`src/hw/rtl/lmie_pkg.sv`:
```
// ----------------------------------------------------------------------------
// lmie_pkg
// shared types and constants of the llr mutual information estimator
// ----------------------------------------------------------------------------
package lmie_pkg;

    localparam int METRIC_W = 16;
    localparam int REF_W    = 4;
    localparam int RUN_W    = 20;
    localparam int DEV_W    = 20;
    localparam int SUM_W    = 48;
    localparam int CNT_W    = 24;
    localparam int BITS_W   = 3;
    localparam int OUT_W    = 16;

    // 1/ln2 in q30
    localparam int LOG2E_W = 31;
    localparam logic [LOG2E_W-1:0] LOG2E_Q30 = 31'd1549082005;

    // sum * 1/ln2 split into two 24-bit halves
    localparam int HALF_W = SUM_W / 2;
    localparam int PROD_W = HALF_W + LOG2E_W;
    localparam int PRODX_W = SUM_W + LOG2E_W;

    // dividend is (sum * 1/ln2) * 16
    localparam int DVD_W     = PRODX_W + 4;
    localparam int DIV_STEPS = DVD_W;
    localparam int STEP_W    = $clog2(DIV_STEPS);

    // quotient at or above 2^20 * (1/ln2 in q30) means the ratio is out of range
    localparam logic [DVD_W-1:0] SAT_LIMIT = DVD_W'(LOG2E_Q30) << 20;
    localparam int T_SRC_W = 51;
    localparam int T_W     = T_SRC_W + 1 - 30;
    localparam logic [T_SRC_W:0] ROUND_Q30 = (T_SRC_W + 1)'(1) << 29;

    localparam logic signed [OUT_W-1:0] OUT_MIN = 16'sh8000;
    localparam logic signed [OUT_W-1:0] OUT_MAX = 16'sh7FFF;

    // round(256 * ln(1 + exp(-k/8)))
    localparam logic [7:0] CORR_BASE [64] = '{
        8'd177, 8'd162, 8'd147, 8'd134, 8'd121, 8'd110, 8'd99, 8'd89,
        8'd80,  8'd72,  8'd64,  8'd58,  8'd52,  8'd46,  8'd41, 8'd37,
        8'd32,  8'd29,  8'd26,  8'd23,  8'd20,  8'd18,  8'd16, 8'd14,
        8'd12,  8'd11,  8'd10,  8'd9,   8'd8,   8'd7,   8'd6,  8'd5,
        8'd5,   8'd4,   8'd4,   8'd3,   8'd3,   8'd2,   8'd2,  8'd2,
        8'd2,   8'd2,   8'd1,   8'd1,   8'd1,   8'd1,   8'd1,  8'd1,
        8'd1,   8'd1,   8'd0,   8'd0,   8'd0,   8'd0,   8'd0,  8'd0,
        8'd0,   8'd0,   8'd0,   8'd0,   8'd0,   8'd0,   8'd0,  8'd0
    };

    typedef struct packed {
        logic mul_lo;
        logic mul_hi;
        logic dvd_load;
        logic div_step;
        logic out_load;
    } t_est_cmd;

    typedef struct packed {
        logic out_free;
    } t_est_sts;

endpackage

```
`src/hw/rtl/lmie_if.sv`:
```
// ----------------------------------------------------------------------------
// lmie_if
// valid/ready stream channels for metrics in and estimates out
// ----------------------------------------------------------------------------
interface lmie_in_if;
    logic                     valid;
    logic                     ready;
    logic signed [15:0]       metric;
    logic [3:0]               ref_bits;
    logic                     frame_end;

    modport source (output valid, output metric, output ref_bits, output frame_end,
                    input ready);
    modport sink   (input valid, input metric, input ref_bits, input frame_end,
                    output ready);
endinterface

interface lmie_out_if;
    logic                     valid;
    logic                     ready;
    logic signed [15:0]       mi_estimate;
    logic                     incomplete;

    modport source (output valid, output mi_estimate, output incomplete,
                    input ready);
    modport sink   (input valid, input mi_estimate, input incomplete,
                    output ready);
endinterface

```
`src/hw/rtl/lmie_accum.sv`:
```
// ----------------------------------------------------------------------------
// lmie_accum
// per-metric max* tracking and per-symbol deviation accumulation
// ----------------------------------------------------------------------------
module lmie_accum #(
    parameter int MAX_SYMBOL_BITS        = 4,
    parameter int CORRECTION_TABLE_DEPTH = 16
) (
    input  logic                                i_clk,
    input  logic                                i_rst_n,
    input  logic                                i_accept,
    input  logic signed [lmie_pkg::METRIC_W-1:0] i_metric,
    input  logic [lmie_pkg::REF_W-1:0]          i_ref_bits,
    input  logic [lmie_pkg::BITS_W-1:0]         i_eff_bits,
    input  logic [lmie_pkg::CNT_W-1:0]          i_min_len,
    output logic [lmie_pkg::SUM_W-1:0]          o_sum,
    output logic [lmie_pkg::CNT_W-1:0]          o_count
);

    localparam int PW  = MAX_SYMBOL_BITS;
    localparam int IW  = (CORRECTION_TABLE_DEPTH > 1) ? $clog2(CORRECTION_TABLE_DEPTH) : 1;
    localparam int DW  = $clog2(CORRECTION_TABLE_DEPTH + 1);
    localparam int PRW = 11 + DW;

    logic [PW-1:0]                           r_pos;
    logic [PW-1:0]                           r_ref_idx;
    logic signed [lmie_pkg::RUN_W-1:0]       r_run;
    logic signed [lmie_pkg::METRIC_W-1:0]    r_ref_metric;
    logic                                    r_s2_vld;
    logic [lmie_pkg::DEV_W-1:0]              r_s2_dev;
    logic [lmie_pkg::SUM_W-1:0]              r_sum;
    logic [lmie_pkg::CNT_W-1:0]              r_count;

    logic [7:0]                              w_tab [CORRECTION_TABLE_DEPTH];
    logic [PW:0]                             w_one_sh;
    logic [PW-1:0]                           w_last;
    logic [PW-1:0]                           w_idx_in;
    logic                                    w_first;
    logic signed [lmie_pkg::RUN_W-1:0]       w_m20;
    logic signed [lmie_pkg::RUN_W:0]         w_diff;
    logic [lmie_pkg::RUN_W:0]                w_ad;
    logic                                    w_in_range;
    logic [PRW-1:0]                          w_prod;
    logic [IW-1:0]                           w_tidx;
    logic [7:0]                              w_corr;
    logic signed [lmie_pkg::RUN_W-1:0]       w_max;
    logic signed [lmie_pkg::RUN_W-1:0]       w_new_run;
    logic [PW-1:0]                           w_new_ref_idx;
    logic signed [lmie_pkg::METRIC_W-1:0]    w_new_ref_m;
    logic                                    w_end;
    logic signed [lmie_pkg::RUN_W:0]         w_dev_raw;
    logic [lmie_pkg::DEV_W-1:0]              w_dev;

    // correction table resampled from the 64-entry base
    for (genvar g = 0; g < CORRECTION_TABLE_DEPTH; g++) begin : g_tab
        localparam int K = (g * 64) / CORRECTION_TABLE_DEPTH;
        assign w_tab[g] = lmie_pkg::CORR_BASE[K];
    end

    assign w_one_sh = (PW + 1)'(1) << i_eff_bits;
    assign w_last   = PW'(w_one_sh - 1'b1);
    assign w_idx_in = PW'(i_ref_bits) & w_last;
    assign w_first  = (r_pos == '0);

    assign w_m20  = $signed({{(lmie_pkg::RUN_W - lmie_pkg::METRIC_W){i_metric[15]}}, i_metric});
    assign w_diff = $signed({r_run[lmie_pkg::RUN_W-1], r_run}) -
                    $signed({w_m20[lmie_pkg::RUN_W-1], w_m20});
    assign w_ad   = w_diff[lmie_pkg::RUN_W] ? (lmie_pkg::RUN_W + 1)'(-w_diff) : w_diff;

    // table covers |a-b| below 8.0 in q8.8
    assign w_in_range = (w_ad[lmie_pkg::RUN_W:11] == '0);
    assign w_prod     = PRW'(w_ad[10:0]) * PRW'(CORRECTION_TABLE_DEPTH);
    assign w_tidx     = w_prod[11 +: IW];
    assign w_corr     = w_in_range ? w_tab[w_tidx] : 8'd0;

    assign w_max     = (r_run > w_m20) ? r_run : w_m20;
    assign w_new_run = w_first ? w_m20
                               : w_max + $signed({{(lmie_pkg::RUN_W - 8){1'b0}}, w_corr});

    assign w_new_ref_idx = w_first ? w_idx_in : r_ref_idx;
    assign w_new_ref_m   = (r_pos == w_new_ref_idx) ? i_metric : r_ref_metric;
    assign w_end         = (r_pos >= w_last);

    assign w_dev_raw = $signed({w_new_run[lmie_pkg::RUN_W-1], w_new_run}) -
                       $signed({{(lmie_pkg::RUN_W + 1 - lmie_pkg::METRIC_W){w_new_ref_m[15]}},
                                w_new_ref_m});
    assign w_dev     = w_dev_raw[lmie_pkg::RUN_W] ? '0 : w_dev_raw[lmie_pkg::DEV_W-1:0];

    always_ff @(posedge i_clk) begin
        if (!i_rst_n) begin
            r_pos        <= '0;
            r_ref_idx    <= '0;
            r_run        <= '0;
            r_ref_metric <= '0;
            r_s2_vld     <= 1'b0;
            r_sum        <= '0;
            r_count      <= '0;
        end else begin
            r_s2_vld <= 1'b0;
            if (i_accept) begin
                r_run        <= w_new_run;
                r_ref_idx    <= w_new_ref_idx;
                r_ref_metric <= w_new_ref_m;
                if (w_end) begin
                    r_pos    <= '0;
                    r_s2_vld <= 1'b1;
                end else begin
                    r_pos <= r_pos + PW'(1);
                end
            end
            // second stage: add the finished symbol while below the minimum length
            if (r_s2_vld && (r_count < i_min_len)) begin
                r_sum   <= r_sum + lmie_pkg::SUM_W'(r_s2_dev);
                r_count <= r_count + lmie_pkg::CNT_W'(1);
            end
        end
    end

    always_ff @(posedge i_clk) begin
        if (i_accept) begin
            r_s2_dev <= w_dev;
        end
    end

    assign o_sum   = r_sum;
    assign o_count = r_count;

endmodule

```
`src/hw/rtl/lmie_est.sv`:
```
// ----------------------------------------------------------------------------
// lmie_est
// estimate datapath: scaling multiply, bit-serial divider, output register
// ----------------------------------------------------------------------------
module lmie_est (
    input  logic                                 i_clk,
    input  logic                                 i_rst_n,
    input  lmie_pkg::t_est_cmd                   i_cmd,
    output lmie_pkg::t_est_sts                   o_sts,
    input  logic [lmie_pkg::SUM_W-1:0]           i_sum,
    input  logic [lmie_pkg::CNT_W-1:0]           i_count,
    input  logic [lmie_pkg::CNT_W-1:0]           i_min_len,
    input  logic [lmie_pkg::BITS_W-1:0]          i_eff_bits,
    output logic                                 o_valid,
    input  logic                                 i_ready,
    output logic signed [lmie_pkg::OUT_W-1:0]    o_mi_estimate,
    output logic                                 o_incomplete
);

    logic [lmie_pkg::PROD_W-1:0]          r_plo;
    logic [lmie_pkg::PROD_W-1:0]          r_phi;
    logic [lmie_pkg::DVD_W-1:0]           r_dvd;
    logic [lmie_pkg::CNT_W-1:0]           r_rem;
    logic                                 r_out_vld;
    logic signed [lmie_pkg::OUT_W-1:0]    r_mi;
    logic                                 r_nf;

    logic [lmie_pkg::PRODX_W-1:0]         w_x;
    logic [lmie_pkg::CNT_W:0]             w_rem_sh;
    logic                                 w_ge;
    logic [lmie_pkg::CNT_W:0]             w_rem_sub;
    logic                                 w_sat;
    logic [lmie_pkg::T_SRC_W:0]           w_t_sum;
    logic [lmie_pkg::T_W-1:0]             w_t;
    logic signed [23:0]                   w_v;
    logic signed [lmie_pkg::OUT_W-1:0]    w_mi;

    assign w_x = {r_phi, lmie_pkg::HALF_W'(0)} + lmie_pkg::PRODX_W'(r_plo);

    // restoring division, one quotient bit per step shifted into the dividend
    assign w_rem_sh  = {r_rem, r_dvd[lmie_pkg::DVD_W-1]};
    assign w_ge      = (w_rem_sh >= {1'b0, i_count});
    assign w_rem_sub = w_rem_sh - {1'b0, i_count};

    assign w_sat   = (r_dvd >= lmie_pkg::SAT_LIMIT);
    assign w_t_sum = {1'b0, r_dvd[lmie_pkg::T_SRC_W-1:0]} + lmie_pkg::ROUND_Q30;
    assign w_t     = w_t_sum[lmie_pkg::T_SRC_W:30];
    assign w_v     = $signed({9'b0, i_eff_bits, 12'b0}) - $signed({2'b0, w_t});

    always_comb begin
        if (i_count == '0) begin
            w_mi = '0;
        end else if (w_sat || (w_v < -24'sd32768)) begin
            w_mi = lmie_pkg::OUT_MIN;
        end else if (w_v > 24'sd32767) begin
            w_mi = lmie_pkg::OUT_MAX;
        end else begin
            w_mi = w_v[lmie_pkg::OUT_W-1:0];
        end
    end

    always_ff @(posedge i_clk) begin
        if (i_cmd.mul_lo) begin
            r_plo <= lmie_pkg::PROD_W'(i_sum[lmie_pkg::HALF_W-1:0]) *
                     lmie_pkg::PROD_W'(lmie_pkg::LOG2E_Q30);
        end
        if (i_cmd.mul_hi) begin
            r_phi <= lmie_pkg::PROD_W'(i_sum[lmie_pkg::SUM_W-1:lmie_pkg::HALF_W]) *
                     lmie_pkg::PROD_W'(lmie_pkg::LOG2E_Q30);
        end
        if (i_cmd.dvd_load) begin
            r_dvd <= {w_x, 4'b0};
            r_rem <= '0;
        end else if (i_cmd.div_step) begin
            r_dvd <= {r_dvd[lmie_pkg::DVD_W-2:0], w_ge};
            r_rem <= w_ge ? w_rem_sub[lmie_pkg::CNT_W-1:0] : w_rem_sh[lmie_pkg::CNT_W-1:0];
        end
        if (i_cmd.out_load) begin
            r_mi <= w_mi;
            r_nf <= (i_count < i_min_len);
        end
    end

    always_ff @(posedge i_clk) begin
        if (!i_rst_n) begin
            r_out_vld <= 1'b0;
        end else if (i_cmd.out_load) begin
            r_out_vld <= 1'b1;
        end else if (i_ready) begin
            r_out_vld <= 1'b0;
        end
    end

    assign o_sts.out_free = !r_out_vld || i_ready;
    assign o_valid        = r_out_vld;
    assign o_mi_estimate  = r_mi;
    assign o_incomplete   = r_nf;

    a_load_free: assert property (@(posedge i_clk) disable iff (!i_rst_n)
        i_cmd.out_load |-> !r_out_vld)
        else $error("estimate loaded over a pending transfer");

    a_vld_hold: assert property (@(posedge i_clk) disable iff (!i_rst_n)
        (r_out_vld && !i_ready) |=> r_out_vld)
        else $error("estimate dropped before transfer");

endmodule

```
`src/hw/rtl/lmie_ctrl.sv`:
```
// ----------------------------------------------------------------------------
// lmie_ctrl
// sequencer for the per-frame estimate computation
// ----------------------------------------------------------------------------
module lmie_ctrl (
    input  logic                 i_clk,
    input  logic                 i_rst_n,
    input  logic                 i_accept,
    input  logic                 i_frame_end,
    input  lmie_pkg::t_est_sts   i_sts,
    output lmie_pkg::t_est_cmd   o_cmd,
    output logic                 o_in_ready
);

    typedef enum logic [2:0] {
        S_IDLE,
        S_DRAIN,
        S_MUL_LO,
        S_MUL_HI,
        S_LOAD,
        S_DIV,
        S_DONE
    } t_state;

    t_state                          r_state;
    lmie_pkg::t_est_cmd              r_cmd;
    logic [lmie_pkg::STEP_W-1:0]     r_step;

    always_ff @(posedge i_clk) begin
        if (!i_rst_n) begin
            r_state <= S_IDLE;
            r_cmd   <= '0;
            r_step  <= '0;
        end else begin
            r_cmd <= '0;
            case (r_state)
                S_IDLE: begin
                    if (i_accept && i_frame_end) begin
                        r_state <= S_DRAIN;
                    end
                end
                // let the last symbol reach the sum
                S_DRAIN: begin
                    r_state      <= S_MUL_LO;
                    r_cmd.mul_lo <= 1'b1;
                end
                S_MUL_LO: begin
                    r_state      <= S_MUL_HI;
                    r_cmd.mul_hi <= 1'b1;
                end
                S_MUL_HI: begin
                    r_state        <= S_LOAD;
                    r_cmd.dvd_load <= 1'b1;
                end
                S_LOAD: begin
                    r_state        <= S_DIV;
                    r_cmd.div_step <= 1'b1;
                    r_step         <= '0;
                end
                S_DIV: begin
                    r_step <= r_step + lmie_pkg::STEP_W'(1);
                    if (r_step == lmie_pkg::STEP_W'(lmie_pkg::DIV_STEPS - 1)) begin
                        r_state <= S_DONE;
                    end else begin
                        r_cmd.div_step <= 1'b1;
                    end
                end
                S_DONE: begin
                    if (i_sts.out_free) begin
                        r_state        <= S_IDLE;
                        r_cmd.out_load <= 1'b1;
                    end
                end
                default: begin
                    r_state <= S_IDLE;
                end
            endcase
        end
    end

    assign o_cmd      = r_cmd;
    assign o_in_ready = (r_state == S_IDLE);

    a_cmd_onehot: assert property (@(posedge i_clk) disable iff (!i_rst_n)
        $onehot0(r_cmd))
        else $error("more than one datapath command at once");

    a_step_in_div: assert property (@(posedge i_clk) disable iff (!i_rst_n)
        r_cmd.div_step |-> (r_state == S_DIV))
        else $error("divider stepped outside the division phase");

    a_frame_start: assert property (@(posedge i_clk) disable iff (!i_rst_n)
        (i_accept && i_frame_end) |=> (r_state == S_DRAIN) && !o_in_ready)
        else $error("frame end did not start the estimate");

endmodule

```
`src/hw/rtl/llr_mutual_information_estimator.sv`:
```
// ----------------------------------------------------------------------------
// llr_mutual_information_estimator
// mutual information estimate from symbol log-likelihood metrics
// ----------------------------------------------------------------------------
// Metrics are taken one per clock cycle while no estimate is being computed;
// each symbol's max* deviation is added to the running sum in the cycle after
// its last metric is taken. A metric flagged as frame end holds the input off
// while the estimate is formed: a drain state lets the sum settle, the scaling
// multiply forms its low and high halves, the dividend is loaded, the bit-serial
// restoring divider runs, and the result is handed to the output register.
// If the previous estimate has not yet been transferred, the input stays held
// until it is. A waiting estimate does not block new metrics.
// ----------------------------------------------------------------------------
module llr_mutual_information_estimator #(
    parameter int MAX_SYMBOL_BITS        = 4,
    parameter int CORRECTION_TABLE_DEPTH = 16
) (
    input  logic                i_clk,
    input  logic                i_rst_n,
    lmie_in_if.sink             i_in,
    lmie_out_if.source          o_out,
    input  logic                psel,
    input  logic                penable,
    input  logic                pwrite,
    input  logic [2:0]          paddr,
    input  logic [31:0]         pwdata,
    output logic [31:0]         prdata,
    output logic                pready
);

    localparam logic REG_BITS    = 1'b0;
    localparam logic REG_MIN_LEN = 1'b1;

    logic [lmie_pkg::BITS_W-1:0]   r_bits;
    logic [lmie_pkg::CNT_W-1:0]    r_min_len;

    logic [lmie_pkg::BITS_W-1:0]   w_eff_bits;
    logic                          w_wr;
    logic                          w_accept;
    logic                          w_in_ready;
    logic [lmie_pkg::SUM_W-1:0]    w_sum;
    logic [lmie_pkg::CNT_W-1:0]    w_count;
    lmie_pkg::t_est_cmd            w_cmd;
    lmie_pkg::t_est_sts            w_sts;

    // configuration registers
    assign pready = 1'b1;
    assign w_wr   = psel && penable && pwrite && pready;

    always_ff @(posedge i_clk) begin
        if (!i_rst_n) begin
            r_bits    <= lmie_pkg::BITS_W'(1);
            r_min_len <= lmie_pkg::CNT_W'(1000);
        end else if (w_wr) begin
            case (paddr[2])
                REG_BITS:    r_bits    <= pwdata[lmie_pkg::BITS_W-1:0];
                REG_MIN_LEN: r_min_len <= pwdata[lmie_pkg::CNT_W-1:0];
                default: begin
                end
            endcase
        end
    end

    always_comb begin
        case (paddr[2])
            REG_BITS:    prdata = {(32 - lmie_pkg::BITS_W)'(0), r_bits};
            REG_MIN_LEN: prdata = {(32 - lmie_pkg::CNT_W)'(0), r_min_len};
            default:     prdata = '0;
        endcase
    end

    // symbol size clamped to the supported range
    always_comb begin
        if (r_bits == '0) begin
            w_eff_bits = lmie_pkg::BITS_W'(1);
        end else if (r_bits > lmie_pkg::BITS_W'(MAX_SYMBOL_BITS)) begin
            w_eff_bits = lmie_pkg::BITS_W'(MAX_SYMBOL_BITS);
        end else begin
            w_eff_bits = r_bits;
        end
    end

    assign i_in.ready = w_in_ready;
    assign w_accept   = i_in.valid && w_in_ready;

    lmie_accum #(
        .MAX_SYMBOL_BITS        (MAX_SYMBOL_BITS),
        .CORRECTION_TABLE_DEPTH (CORRECTION_TABLE_DEPTH)
    ) u_accum (
        .i_clk      (i_clk),
        .i_rst_n    (i_rst_n),
        .i_accept   (w_accept),
        .i_metric   (i_in.metric),
        .i_ref_bits (i_in.ref_bits),
        .i_eff_bits (w_eff_bits),
        .i_min_len  (r_min_len),
        .o_sum      (w_sum),
        .o_count    (w_count)
    );

    lmie_ctrl u_ctrl (
        .i_clk       (i_clk),
        .i_rst_n     (i_rst_n),
        .i_accept    (w_accept),
        .i_frame_end (i_in.frame_end),
        .i_sts       (w_sts),
        .o_cmd       (w_cmd),
        .o_in_ready  (w_in_ready)
    );

    lmie_est u_est (
        .i_clk          (i_clk),
        .i_rst_n        (i_rst_n),
        .i_cmd          (w_cmd),
        .o_sts          (w_sts),
        .i_sum          (w_sum),
        .i_count        (w_count),
        .i_min_len      (r_min_len),
        .i_eff_bits     (w_eff_bits),
        .o_valid        (o_out.valid),
        .i_ready        (o_out.ready),
        .o_mi_estimate  (o_out.mi_estimate),
        .o_incomplete   (o_out.incomplete)
    );

endmodule

```
`src/flat_wrapper.sv`:
```
// flat-port wrapper written by rule: the top's interface ports become plain ports
module llr_mutual_information_estimator_flat 
#(
    parameter int MAX_SYMBOL_BITS        = 4,
    parameter int CORRECTION_TABLE_DEPTH = 16
)
  (i_clk, i_rst_n, psel, penable, pwrite, paddr, pwdata, prdata, pready, i_in_valid, i_in_metric, i_in_ref_bits, i_in_frame_end, i_in_ready, o_out_valid, o_out_mi_estimate, o_out_incomplete, o_out_ready);
  lmie_in_if i_in_i ();
  lmie_out_if o_out_i ();
  input  logic i_clk;
  input  logic i_rst_n;
  input  logic psel;
  input  logic penable;
  input  logic pwrite;
  input  logic [2:0] paddr;
  input  logic [31:0] pwdata;
  output logic [31:0] prdata;
  output logic pready;
  input wire logic [$bits(i_in_i.valid)-1:0] i_in_valid;
  input wire logic [$bits(i_in_i.metric)-1:0] i_in_metric;
  input wire logic [$bits(i_in_i.ref_bits)-1:0] i_in_ref_bits;
  input wire logic [$bits(i_in_i.frame_end)-1:0] i_in_frame_end;
  output wire logic [$bits(i_in_i.ready)-1:0] i_in_ready;
  output wire logic [$bits(o_out_i.valid)-1:0] o_out_valid;
  output wire logic [$bits(o_out_i.mi_estimate)-1:0] o_out_mi_estimate;
  output wire logic [$bits(o_out_i.incomplete)-1:0] o_out_incomplete;
  input wire logic [$bits(o_out_i.ready)-1:0] o_out_ready;
  assign i_in_i.valid = i_in_valid;
  assign i_in_i.metric = i_in_metric;
  assign i_in_i.ref_bits = i_in_ref_bits;
  assign i_in_i.frame_end = i_in_frame_end;
  assign i_in_ready = i_in_i.ready;
  assign o_out_valid = o_out_i.valid;
  assign o_out_mi_estimate = o_out_i.mi_estimate;
  assign o_out_incomplete = o_out_i.incomplete;
  assign o_out_i.ready = o_out_ready;
  llr_mutual_information_estimator #(.MAX_SYMBOL_BITS(MAX_SYMBOL_BITS), .CORRECTION_TABLE_DEPTH(CORRECTION_TABLE_DEPTH)) u_core (.i_clk(i_clk), .i_rst_n(i_rst_n), .i_in(i_in_i), .o_out(o_out_i), .psel(psel), .penable(penable), .pwrite(pwrite), .paddr(paddr), .pwdata(pwdata), .prdata(prdata), .pready(pready));
endmodule
```
`config.mk`:
```
export PLATFORM = sky130hd
export DESIGN_NAME = llr_mutual_information_estimator_flat
export DESIGN_NICKNAME = d
export VERILOG_FILES = /design/src/hw/rtl/lmie_pkg.sv /design/src/hw/rtl/lmie_if.sv /design/src/hw/rtl/lmie_accum.sv /design/src/hw/rtl/lmie_est.sv /design/src/hw/rtl/lmie_ctrl.sv /design/src/hw/rtl/llr_mutual_information_estimator.sv /design/src/flat_wrapper.sv
export SDC_FILE = /design/constraint.sdc
export NUM_CORES = 2
export LEC_CHECK = 0
export ABC_AREA = 0
export ABC_CLOCK_PERIOD_IN_PS = 9600
export CAP_MARGIN = 10
export CORE_ASPECT_RATIO = 0.7
export CORE_MARGIN = 1.5
export CORE_UTILIZATION = 45
export DETAILED_ROUTE_END_ITERATION = 16
export DONT_BUFFER_PORTS = 1
export HOLD_SLACK_MARGIN = 0.12
export PLACE_DENSITY = 0.67
export REMOVE_ABC_BUFFERS = 1
export SYNTH_ARGS = -nofsm -noshare
export SYNTH_HDL_FRONTEND = slang
export SYNTH_SLANG_ARGS = --single-unit
```
`constraint.sdc`:
```
create_clock -name i_clk -period 9.6 [get_ports i_clk]
set_input_delay 0.48 -clock i_clk [delete_from_list [all_inputs] [get_ports i_clk]]
set_output_delay 0.48 -clock i_clk [all_outputs]
set_load 0.02 [all_outputs]
```
## Yosys cells after proc, flatten, opt, wreduce, memory -nomap -nowiden

Memory sizes are Yosys's and may differ from the RTL's.
Index checks and enable logic that the tools add are counted.

- Bitwise gates (word level): 3
- Magnitude comparators: 9
- Mux-type cells: 31
- Equal/unequal tests: 11
- Add/sub/neg operators: 13
- $mul: 2
- Reduce and logical (&&, ||, !) cells: 22
- Shift operators: 1

Operator list:

| cell | count |
|---|---|
| 2-to-1 mux 83 bit | 2 |
| multiplier 24 x 31 -> 55 bit, second input constant | 2 |
| >= comparator 83 x 51 -> 1 bit, second input constant | 1 |
| adder 79 x 55 -> 79 bit | 1 |
| one-hot mux 32 bit (2 select lines) | 1 |
| adder 51 x 30 -> 52 bit, second input constant | 1 |
| adder 48 x 20 -> 48 bit | 1 |
| 2-to-1 mux 16 bit | 3 |
| subtractor 20 x 16 -> 21 bit | 2 |
| 2-to-1 mux 20 bit | 2 |
| >= comparator 25 x 24 -> 1 bit | 1 |
| adder 24 x 1 -> 24 bit, second input constant | 1 |
| logical NOT 24 bit | 1 |
| less-than comparator 24 bit | 1 |
| 2-to-1 mux 24 bit | 1 |
| 2-to-1 mux 8 bit | 3 |
| subtractor 24 bit | 1 |
| > comparator 23 x 16 -> 1 bit, second input constant | 1 |
| less-than comparator 23 x 16 -> 1 bit, second input constant | 1 |
| subtractor 15 x 22 -> 23 bit | 1 |
| 2-to-1 mux 21 bit | 1 |
| negation 21 bit | 1 |
| one-hot mux 3 bit (7 select lines) | 1 |
| adder 20 x 9 -> 20 bit | 1 |
| other kinds (32) | 60 |

- Register bits after elaboration: 414
- Memories kept: 1
- Bits of input ports: 63
- Logic and storage cells: 119
- Bits in read-only memories: 128

Memories:

| memory | depth | width | read ports | clocked after memory_dff | wr ports | RTL line | RTL |
|---|---|---|---|---|---|---|---|
| (no name shown) | 16 | 8 | 1 | 0 | 0 | lmie_accum.sv:74 | `assign w_corr = w_in_range ? w_tab[w_tidx] : 8'd0;` |

## Logic depth before layout (Yosys ltp)

- Depth after elaboration: 11
- Depth in mapped cells: 38

## Hierarchy

From an unflattened synthesis, not the netlist that was laid out.

- Cell total of the unflattened synthesis: 5451
- Area, all modules: 51389.3 µm²

Modules (own cells, without submodules):

| module | area each (µm²) | cells each | instances |
|---|---|---|---|
| lmie_est | 38044.0 | 3784 | 1 |
| lmie_accum | 11242.0 | 1433 | 1 |
| llr_mutual_information_estimator | 1436.4 | 162 | 1 |
| lmie_ctrl | 666.9 | 72 | 1 |

## Worst setup path before layout

No wires, ideal clock.

- Kind: input to register
- Start: input i_in_metric[0]
- End: register u_core.u_accum.r_s2_dev[19] (netlist bit) (data pin)
- Path buffers: 0
- Arrival: 6833 ps
- Path slack: 2511 ps
- Cell stages on the path: 34
- Path through: ha_1 > inv_1 > fa_1 > a21o_1 > a21oi_1 > o21ai_0 > a21oi_1 > o21bai_1 > a21oi_1 > o21ba_2 > o21ai_1 > o21bai_1 > xor2_1 > mux2i_1 > a2bb2oi_1 > nor2_1 > ha_1 > fa_1 > a21oi_1 > inv_1 > ha_1 > nor2b_1 > o21ai_0 > a21boi_0 > o21ai_0 > a21boi_0 > o31a_1 > nor2_1 > o21ai_1 > a2111oi_2 > o21ai_1 > a311oi_1 > mux2i_1 > nor2_1

- Cells in the longest elaborated chain, start to end: 11

RTL lines:

| element | RTL line | RTL |
|---|---|---|
| start: declaration | flat_wrapper.sv:20 | `input wire logic [$bits(i_in_i.metric)-1:0] i_in_metric;` |
| subtractor 20 x 16 -> 21 bit | lmie_accum.sv:66 | `assign w_diff = $signed({r_run[lmie_pkg::RUN_W-1], r_run}) -` |
| negation 21 bit | lmie_accum.sv:68 | `assign w_ad = w_diff[lmie_pkg::RUN_W] ? (lmie_pkg::RUN_W + 1)'(-w_diff) : w_diff;` |
| 2-to-1 mux 21 bit | lmie_accum.sv:68 |  |
| NOT 4 -> 5 bit (implied by the code) | lmie_accum.sv:74 |  |
| memory read (16 x 8 bit) | n/a |  |
| 2-to-1 mux 8 bit (implied by the code) (2 in a row) | lmie_accum.sv:74 |  |
| 2-to-1 mux 8 bit | lmie_accum.sv:74 |  |
| adder 20 x 9 -> 20 bit (*) | lmie_accum.sv:78 | `: w_max + $signed({{(lmie_pkg::RUN_W - 8){1'b0}}, w_corr});` |
| 2-to-1 mux 20 bit (*) | lmie_accum.sv:77 | `assign w_new_run = w_first ? w_m20` |
| named net u_core.u_accum.w_new_run, one bit | lmie_accum.sv:47 | `logic signed [lmie_pkg::RUN_W-1:0] w_new_run;` |
| subtractor 20 x 16 -> 21 bit (*) | lmie_accum.sv:84 | `assign w_dev_raw = $signed({w_new_run[lmie_pkg::RUN_W-1], w_new_run}) -` |
| end signal: assignment | lmie_accum.sv:121 | `r_s2_dev <= w_dev;` |
| end: declaration | lmie_accum.sv:30 | `logic [lmie_pkg::DEV_W-1:0] r_s2_dev;` |

Mark *: on every way through the listed nets, which the timed path passes. The rest lies on a longest branch. The select of a mux whose other input is x is not followed.
A chain may end at the register's enable or synchronous reset.

## Final worst setup path

- Start: register u_core.u_accum.r_run[0] (netlist bit)
- End: register u_core.u_accum.r_s2_dev[19] (netlist bit) (data pin)

- Cells in the longest elaborated chain, start to end: 11

RTL lines:

| element | RTL line | RTL |
|---|---|---|
| start: declaration | lmie_accum.sv:27 | `logic signed [lmie_pkg::RUN_W-1:0] r_run;` |
| start signal: assignment | lmie_accum.sv:101 | `r_run <= w_new_run;` |
| subtractor 20 x 16 -> 21 bit | lmie_accum.sv:66 |  |
| negation 21 bit | lmie_accum.sv:68 |  |
| 2-to-1 mux 21 bit | lmie_accum.sv:68 |  |
| NOT 4 -> 5 bit (implied by the code) | lmie_accum.sv:74 |  |
| memory read (16 x 8 bit) | n/a |  |
| 2-to-1 mux 8 bit (implied by the code) (2 in a row) | lmie_accum.sv:74 |  |
| 2-to-1 mux 8 bit | lmie_accum.sv:74 |  |
| adder 20 x 9 -> 20 bit (*) | lmie_accum.sv:78 |  |
| 2-to-1 mux 20 bit (*) | lmie_accum.sv:77 |  |
| subtractor 20 x 16 -> 21 bit (*) | lmie_accum.sv:84 |  |

Every way passes the cells marked *; elsewhere a longest branch is shown, timed or not. The select of a mux whose other input is x is not followed.

==> run summary <==
Detailed routing
* **post-detailed-route DRC marker count** 0
* **iteration-0 DRC count of the detailed router** 2,816
* **via count of the routed design** 35,500
* **post-detailed-route via-to-cell ratio** 5.47
* **wirelength, routed** 129 mm
* **Initial DRT Pass Iterations** 5
* **average wire per cell in the routed design** 19.9 um
* **remaining antenna violation count after routing** 0

Place
* **final weighted congestion of routability-driven global placement** 0.984
* **count of buffers from port buffering** 0
* **pre-CTS WS** 1.18 ns
* **estimated wirelength of the detail-placed design** 106 mm

Synth
* **number of register bits inferred by synthesis** 414
* **average footprint of a synthesized cell** 9.65 sq um
* **number of distinct library cells after synthesis** 84
* **register area share after synthesis** 0.217
* **number of enable-type register cells in the synthesized netlist** 226
* **share of async-settable or async-resettable flops after synthesis** 0
* **Synth Cell Area** 0.0485 sq mm
* **Post-Syn Instances** 5,030
* **warnings from Yosys** 0
* **Top FF cell, synth** sky130_fd_sc_hd__edfxtp_1

Worst setup path
* **Largest stage delay, worst path** 0.64 ns
* **required time at the worst-slack endpoint** 9.97 ns
* **crit path max fanout** 7
* **Worst Path Class, Setup** register to register
* **kind of capture point of the worst setup path** register
* **Arrival @ worst endpoint** 8.80 ns
* **critical-path cell with the highest stage delay** sky130_fd_sc_hd__a31oi_1
* **critical path launch point type** register

Floorplan
* **initial standard-cell utilization of the core** 0.455
* **number of top-level pins** 115
* **die outline width** 396 um
* **core area** 0.107 sq mm
* **floorplan row count** 100
* **Total Die Area** 0.110 sq mm
* **die height** 278 um

STA
* **Max Slew Vio Count** 0
* **Setup violations, final** 0
* **setup skew after layout** 0.0369 ns
* **Tcrit/Tclk final** 0.878
* **maximum clock frequency** 119 MHz
* **final hold viol count** 0
* **remaining max-slew budget at the tightest pin** 0.227
* **setup repair after global routing missed its margin** false
* **post-route minimum period** 8.42 ns
* **final hold slack** 0.164 ns
* **post-route setup slack** 1.18 ns
* **worst-margin pin slew** 1.16 ns
* **total negative slack for setup checks** 0 ns

CTS
* **Clock Sink Count** 414
* **Setup Fix Bufs, Post-CTS** 0
* **# H-tree levels** 2
* **clk slew on worst S/H paths** 0.06 ns
* **Root Buffer Master** sky130_fd_sc_hd__clkbuf_16
* **clock latency reported for the late side of the worst-skew pair** 0.63 ns
* **Longest Clk Path Bufs** 3
* **number of buffers created by CTS** 47
* **TritonCTS clock tree** yes

Global route
* **number of antenna violations at the first check in global routing** 6
* **wire length of the first global-routing pass** 201 mm
* **via count of the first global-routing pass** 34,800
* **overflow left after global routing** 0
* **total global-route track usage** 0.235
* **pin count of the biggest net entering global routing** 86

Status
* **status** finished, final reports clean

Min path
* **type of the most critical hold path** primary input to register

Layout
* **share of cells above drive strength 1** 0.0316
* **post-synthesis to final-layout area growth** 7.13%
* **nets@finish** 6,345
* **core utilization of the finished layout** 0.488
* **number of diodes added for antenna fixing** 0

Job
* **Max Cap Violations** 0

Power
* **power per cell area** 143 mW/mm^2
* **post-route total power** 7.42 mW
* **Worst VDD drop** 0.149 mV
* **Pleak** 25.9 nW

## repair_timing
item,CTS,global route
gates resized for setup,0,0
endpoints found under the setup margin,0,0
hold buffers,28,0
hold endpoints to repair,45,0
## flip-flops by register name (all words and copies together), names as in the netlist, 3 cells and up
register / cells
u_core.u_accum.r_ref_idx: 4
u_core.u_accum.r_pos: 4
u_core.u_accum.r_s2_dev: 20
u_core.u_est.o_mi_estimate: 16
u_core.u_accum.o_sum: 48
u_core.r_bits: 3
u_core.u_accum.o_count: 24
u_core.u_est.r_rem: 24
u_core.u_est.r_phi: 55
u_core.u_accum.r_ref_metric: 16
u_core.u_ctrl.o_cmd: 5
u_core.u_ctrl.r_state: 3
u_core.r_min_len: 24
u_core.u_ctrl.r_step: 7
u_core.u_accum.r_run: 20
u_core.u_est.r_plo: 55
u_core.u_est.r_dvd: 83
## layer usage
| metal | track usage | up-vias | wire (um) |
|---|---|---|---|
| met3 | 0.0914 | 112 | 15100 |
| met4 | 0.0356 | 4 | 1890 |
| met1 | 0.361 | 17200 | 63300 |
| met5 | 0 | - | 27 |
| li1 | - | 17000 | - |
| met2 | 0.311 | 1179 | 49000 |
## cell usage after synthesis, types with 111 or more instances
| cell type | instances | area share |
|---|---|---|
| sky130_fd_sc_hd__a21o_1 | 122 | 0.019 |
| sky130_fd_sc_hd__a21oi_1 | 277 | 0.029 |
| sky130_fd_sc_hd__dfxtp_1 | 188 | 0.078 |
| sky130_fd_sc_hd__edfxtp_1 | 226 | 0.14 |
| sky130_fd_sc_hd__fa_1 | 541 | 0.22 |
| sky130_fd_sc_hd__ha_1 | 717 | 0.18 |
| sky130_fd_sc_hd__inv_1 | 819 | 0.063 |
| sky130_fd_sc_hd__nand2_1 | 307 | 0.024 |
| sky130_fd_sc_hd__nor2_1 | 291 | 0.023 |
| sky130_fd_sc_hd__nor3_1 | 111 | 0.011 |
| sky130_fd_sc_hd__o21ai_0 | 179 | 0.018 |
| sky130_fd_sc_hd__xnor2_1 | 216 | 0.039 |
## where the power goes
| group | total [mW] | internal, mW | leakage (nW) | switching [mW] |
|---|---|---|---|---|
| registers | 2.22 | 2.08 | 3.60 | 0.135 |
| clock network | 1.90 | 1.09 | 0.764 | 0.808 |
| logic | 3.31 | 1.36 | 21.5 | 1.95 |
## through the flow
| step | area (sq um) | instances |
|---|---|---|
| CTS | 52000 | 6490 |
| detailed placement | 50100 | 6375 |
| global route | 52000 | 6490 |
| finish | 52000 | 6490 |
| global placement | 50100 | 6375 |
| floorplan | 48100 | 4915 |
## worst max-delay path: cells and delay by family, from the launching register on
family / cells / cell delay, ns
AOI/OAI and AO/OA: 16 / 4.37
muxes: 1 / 0.22
xor gates and xnor gates: 2 / 0.44
and+or+nand+nor: 7 / 1.05
DFF: 1 / 0.31
buffers and inverters: 3 / 0.22
adders and majority gates: 5 / 1.56
## cells in the final DEF (no fill, tap or decap), drive strengths merged, types with 188 or more instances in the layout
master    n
a21oi   277
dfxtp   188
edfxtp  226
fa      541
ha      717
inv     823
nand2   307
nor2    291
o21ai   190
xnor2   216
## final cells by class
type                            count  area [sq um]
Fill cell                        9906         54600
Timing Repair Buffer               60           531
Clock inverter                     21           239
Sequential cell                   414         10600
Clock buffer                       66          1340
Tap cell                         1428          1790
Inverter                          822          3090
Multi-Input combinational cell   3679         34500
## path summary, 6_finish.rpt
kind                                               endpoint  cells after the start  slack [ns]                                  from
hold reg to reg           u_core.r_min_len[21]$_SDFFE_PN0P_                      2        0.47     u_core.r_min_len[21]$_SDFFE_PN0P_
setup / recovery  u_core.u_accum.r_s2_dev[19]$_SDFFCE_PP0P_                     34        1.18  u_core.u_accum.r_run[0]$_SDFFE_PN0P_
hold / removal         u_core.u_accum.r_pos[1]$_SDFFE_PN0P_                      2        0.16                               i_rst_n
setup reg to reg  u_core.u_accum.r_s2_dev[19]$_SDFFCE_PP0P_                     34        1.18  u_core.u_accum.r_run[0]$_SDFFE_PN0P_
## logic make-up (layout without fill, tap and decap cells)
group	count (synthesis)	count (layout)	share of synthesized area
AND/OR/NAND/NOR	1138	1138	0.113
XOR/XNOR	297	297	0.0536
flip-flops	414	414	0.217
AO/OA/AOI/OAI	911	911	0.121
other	2	11	0.000155
adder cells (fa/ha/maj)	1259	1259	0.408
buffers and inverters	946	969	0.0740
multiplexers	63	63	0.0132
(Power assumes the default switching activity.)
